===== config.mk =====
export PLATFORM = sky130hd
export DESIGN_NAME = amed_env
export DESIGN_NICKNAME = d
export VERILOG_FILES = /design/src/sv/amed_pkg.sv /design/src/sv/amed_env.sv
export SDC_FILE = /design/constraint.sdc
export NUM_CORES = 1
export LEC_CHECK = 0
export ABC_AREA = 1
export BUFFER_PORTS_ARGS = -buffer_cell sky130_fd_sc_hd__buf_2
export CAP_MARGIN = 20
export CORE_MARGIN = 4
export CORE_UTILIZATION = 50
export CTS_BUF_LIST = sky130_fd_sc_hd__clkbuf_2 sky130_fd_sc_hd__clkbuf_4 sky130_fd_sc_hd__clkbuf_8
export DETAILED_ROUTE_END_ITERATION = 8
export PLACE_DENSITY = 0.68
export SYNTH_ARGS = -nofsm -noshare
export SYNTH_HDL_FRONTEND = slang
export SYNTH_SLANG_ARGS = --single-unit
export TNS_END_PERCENT = 100

===== constraint.sdc =====
create_clock -name clk -period 7.67 [get_ports clk]
set_clock_uncertainty 0.2 [all_clocks]
set_input_delay 2.301 -clock clk [delete_from_list [all_inputs] [get_ports clk]]
set_output_delay 2.301 -clock clk [all_outputs]
set_load 0.05 [all_outputs]

===== src/sv/amed_pkg.sv =====
// Package: widths, register codes, reset values and shared types of the AM envelope detector.
package amed_pkg;

    // Field and state widths
    localparam int SAMPLE_W  = 16;
    localparam int ENV_W     = SAMPLE_W - 1;
    localparam int DECAY_W   = 16;
    localparam int DECIM_W   = 8;
    localparam int CFG_IDX_W = 1;
    localparam int CFG_DAT_W = 16;

    // Moving average ring
    localparam int MA_LEN = 1000;
    localparam int POS_W  = $clog2(MA_LEN);
    localparam int SUM_W  = ENV_W + POS_W;
    localparam logic [POS_W-1:0] RING_LAST = POS_W'(MA_LEN - 1);

    // Divide by MA_LEN as multiply by a rounded-up reciprocal; exact for every sum
    localparam int AVG_SHIFT = SUM_W + POS_W;
    localparam int RECIP_W   = SUM_W + 1;
    localparam longint unsigned AVG_RECIP_L =
        ((longint'(1) << AVG_SHIFT) + longint'(MA_LEN) - 1) / longint'(MA_LEN);
    localparam logic [RECIP_W-1:0] AVG_RECIP = AVG_RECIP_L[RECIP_W-1:0];

    // Output bus packing
    localparam int OUT_BITS = SAMPLE_W + ENV_W;
    localparam int OUT_W    = ((OUT_BITS + 7) / 8) * 8;

    // Register reset values
    localparam logic [DECAY_W-1:0] DECAY_RESET = DECAY_W'(65503);
    localparam logic [DECIM_W-1:0] DECIM_RESET = DECIM_W'(109);

    // Register indexes
    typedef enum logic [CFG_IDX_W-1:0] {
        CFG_DECAY = 1'b0,
        CFG_DECIM = 1'b1
    } cfg_idx_t;

    // Live configuration handed to the datapath
    typedef struct packed {
        logic [DECAY_W-1:0] decay;
        logic [DECIM_W-1:0] terminal;
    } cfg_t;

    // Decimated envelope item between the envelope and averaging stages
    typedef struct packed {
        logic             valid;
        logic [ENV_W-1:0] env;
    } env_item_t;

endpackage


===== src/sv/amed_env.sv =====
// Peak envelope with Q0.16 decay and the decimation counter; passes emitted envelopes on.
module amed_env (
    input  logic                              clk,
    input  logic                              rst_n,
    input  amed_pkg::cfg_t                    cfg,
    input  logic                              in_valid,
    input  logic signed [amed_pkg::SAMPLE_W-1:0] in_sample,
    output logic                              in_ready,
    output amed_pkg::env_item_t               out_item,
    input  logic                              out_ready
);
    import amed_pkg::*;

    logic [ENV_W-1:0]         env_reg, env_next;
    logic [DECIM_W-1:0]       cnt_reg, cnt_next;
    logic                     valid_reg, valid_next;
    logic [ENV_W-1:0]         emit_env_reg, emit_env_next;
    logic                     take;
    logic                     larger;
    logic                     emit;
    logic [ENV_W-1:0]         peak;
    logic [ENV_W+DECAY_W-1:0] prod;

    assign in_ready = !valid_reg || out_ready;
    assign take     = in_valid && in_ready;

    // Peak capture then decay; loop closes through env_reg
    always_comb
    begin
        larger   = in_sample > $signed({1'b0, env_reg});
        peak     = larger ? in_sample[ENV_W-1:0] : env_reg;
        prod     = {{DECAY_W{1'b0}}, peak} * {{ENV_W{1'b0}}, cfg.decay};
        env_next = take ? prod[DECAY_W +: ENV_W] : env_reg;
    end

    // Decimation counter, wraps at 8 bits when the terminal is skipped
    always_comb
    begin
        emit = (cnt_reg == cfg.terminal);
        if (!take)
        begin
            cnt_next = cnt_reg;
        end
        else if (emit)
        begin
            cnt_next = '0;
        end
        else
        begin
            cnt_next = cnt_reg + DECIM_W'(1);
        end
    end

    // Emitted item register; items that emit nothing leave no bubble behind
    always_comb
    begin
        if (take)
        begin
            valid_next = emit;
        end
        else if (out_ready)
        begin
            valid_next = 1'b0;
        end
        else
        begin
            valid_next = valid_reg;
        end
        emit_env_next = (take && emit) ? env_next : emit_env_reg;
    end

    always_ff @(posedge clk or negedge rst_n)
    begin
        if (!rst_n)
        begin
            env_reg   <= '0;
            cnt_reg   <= '0;
            valid_reg <= 1'b0;
        end
        else
        begin
            env_reg   <= env_next;
            cnt_reg   <= cnt_next;
            valid_reg <= valid_next;
        end
    end

    always_ff @(posedge clk)
    begin
        emit_env_reg <= emit_env_next;
    end

    assign out_item.valid = valid_reg;
    assign out_item.env   = emit_env_reg;

    // Counter restarts after every emitting item
    a_cnt_restart: assert property (@(posedge clk) disable iff (!rst_n)
        (take && emit) |=> (cnt_reg == '0))
        else $error("decimation counter did not restart after emission");

    // Envelope never grows unless a larger sample arrives
    a_env_decays: assert property (@(posedge clk) disable iff (!rst_n)
        (take && !larger) |=> (env_reg <= $past(env_reg)))
        else $error("envelope grew without a larger sample");

    // Emitted item carries the envelope just computed
    a_emit_env: assert property (@(posedge clk) disable iff (!rst_n)
        (take && emit) |=> (valid_reg && emit_env_reg == env_reg))
        else $error("emitted envelope differs from envelope state");

endmodule


==> impl_metrics.csv <==
group,metric,value,unit
run_status,status,"finished with violations",
run_status,violations,"setup timing",
die,die_w,149,um
placed_design,place_congestion,0.965,
yosys,syn_nets,1610,
placed_design,dp_cells,1758,
timing,fmax,111,MHz
hold_path,hp-class,"reg2reg",
timing,fin_hold_ws,309,ps
clock_network,cts.sink_count,39,
layout,diodes,0,
die,core,19500,sq um
global_routing,track_usage,28.0,%
timing,setup_viol,30,
route,num_vias,9546,
clock_network,cts_tree,"built",
yosys,ys.flop_type,"dfrtp_1",
setup_path,critPathMaxFanout,6,
yosys,synthDistinctLibCells,42,
placed_design,dp_hpwl,24800,um
layout,layout-drive-gt1-share,34.7,%
yosys,yosys.area.top_type,"fa_1",
route,ant_nets,0,
die,initial_core_util,51.1,%
yosys,synth_edf_count,15,
yosys,synth.avg_cell_area,7.79,sq um
layout,nets,1898,
global_routing,grt_max_degree,26,
setup_path,worstReg2RegStart,"env_reg[8]",
yosys,yosysWarnings,0,
global_routing,grt_pass1_vias,9750,
timing,rsz0062_at_grt,"true",
global_routing,antenna_found_initial,0,
setup_path,cpMostUsedCell,"fa_1",
yosys,synth_seq_area_share,10.5,%
route,drt_iter0_drc,830,
flow_run,cap_violations,0,
yosys,synthCells,1279,
global_routing,overflow,0,
timing,period_minus_slack,8990,ps
setup_path,cp-startpoint,"in_sample[14]",
yosys,async_flop_share,61.5,%
setup_path,reg2reg_setup_slack,300,ps
clock_network,cts-hold-fix-buffers,0,
clock_network,clk_pin_slew,70,ps
timing,slew_headroom,42.6,%
placed_design,post_dp_cell_area,12100,sq um
die,io_pins,61,
route,drt-total-wl,31800,um
setup_path,crit_path_end_kind,"flop",
yosys,netlist_area,9970,sq um
layout,nFillCells,1430,
route,drc,0,
layout,synthToLayoutAreaGrowth,38.2,%
timing,period_share,117,%
setup_path,crit_slowest_cell,"fa_1",
die,dieArea,22300,sq um
placed_design,numPortBuffers,60,
timing,finalHoldViolations,0,
setup_path,path_class,"in2reg",
yosys,synth_top_cell_area_share,35.9,%
clock_network,cts_htree_levels,2,
timing,worst_slack,-1320,ps
setup_path,critPathRequiredTime,7470,ps
die,die_height,149,um
die,rows,51,
placed_design,pre_cts_ws,-1730,ps
timing,drv_slew,0,
clock_network,cts-buffers-inserted,5,
timing,worst_pin_slew,861,ps
yosys,yosys-top-cells-area,"fa_1 36%, ha_1 14%, inv_1 12%",
layout,finalInstanceArea,13800,sq um
route,wl_per_cell,17.3,um
setup_path,cp.arrival,8780,ps
yosys,synth_seq_cells,39,
global_routing,grt_pass1_wl,49100,um
setup_path,cp-start-kind,"input port",
setup_path,r2r-end,"emit_env_reg[8]",
clock_network,clk_path_buf_depth,2,
setup_path,crit_end,"emit_env_reg[8]",
clock_network,cts-root-buf,"clkbuf_8",
setup_path,reg2reg_depth,40,
layout,final_cells,1833,
setup_path,max_stage_delay,500,ps
clock_network,clk_latency,280,ps
route,firstDrtPassIters,5,
route,viasPerCell,5.21,
==> per-layer routing <==
metal	global-route usage, %	share of wire (%)	wire length (um)
met5	0	0	0
met4	7.51	4.2	1350
met3	2.92	6.1	1940
met2	47.7	49	15600
met1	38.3	41	12900
==> cell usage after synthesis, types with 2 or more instances <==
library cell	n
nand4_1	5
or2_2	4
o21a_1	9
a221oi_1	2
nand3b_1	3
buf_2	10
or2_1	3
nand3_1	34
o21ai_1	4
clkbuf_1	11
clkinv_1	8
nor3_1	14
inv_1	312
nand2_1	239
a31oi_1	4
nor4_1	3
ha_1	108
fa_1	179
dfrtp_1	24
o21ai_0	30
nor2_1	179
nand3_2	2
a21oi_1	45
nand2_2	3
xor2_1	7
o21bai_1	2
buf_1	6
edfxtp_1	15
==> stage by stage <==
| step | TNS [ps] | util, % |
|---|---|---|
| detailed placement | -45820 | 62.0 |
| floorplan | -19820 | - |
| CTS | -32740 | 66.5 |
| finish | -35000 | 70.6 |
| global placement | -44530 | 62.0 |
| global route | -43780 | 70.6 |
==> logic make-up after synthesis <==
family	after synthesis	share of synthesized area, %
AOI/OAI and AO/OA	103	5.81
xor gates and xnor gates	8	0.703
adders and majority gates	287	49.5
buffers and inverters	348	13.3
DFF	39	10.5
and+or+nand+nor	494	20.2
==> repair_timing <==
item | in CTS | in global routing
endpoints found under the setup margin | 30 | 30
cloned | 2 | 1
pin swaps | 95 | 83
setup buffers | 40 | 25
hold endpoints to repair | 0 | 0
gates resized for setup | 116 | 151
==> critical path, delay by kind of cell <==
family	cells	cell delay (ps)
AOI/OAI and AO/OA	5	710
adders and majority gates	8	3380
buffers and inverters	19	1490
and+or+nand+nor	9	870
==> final cells by class <==
class	instances	area, sq um	share of cell area, %
Timing Repair inverter	1	7.51	0.0545
Multi-Input combinational cell	893	8720	63.3
Clock buffer	7	83.8	0.608
Clock inverter	1	5.00	0.0363
Sequential cell	39	1050	7.63
Inverter	320	1240	9.00
Timing Repair Buffer	307	2340	17.0
Tap cell	265	332	2.41
==> worst min path at each step <==
stage	start	depth (start not counted)	slack, ps	to
global placement	env_reg[3]	2	290	env_reg[3]
detailed placement	env_reg[7]	2	290	env_reg[7]
floorplan	env_reg[9]	2	260	env_reg[9]
finish	env_reg[7]	2	310	env_reg[7]
global route	env_reg[7]	2	350	env_reg[7]
CTS	env_reg[7]	2	300	env_reg[7]
==> cell usage in the layout (no fill, tap or decap), drive strengths merged, types with 5 or more instances in the layout <==
cell / instances
a21oi: 46
buf: 306
clkbuf: 8
clkinv: 11
dfrtp: 24
edfxtp: 15
fa: 179
ha: 108
inv: 309
nand2: 244
nand3: 36
nand4: 5
nor2: 181
nor3: 15
o21a: 9
o21ai: 34
or2: 7
xor2: 7
Power is left out: the tool's default activity adds up to more than one toggle a clock period on the data nets, which glitch-free logic cannot reach.
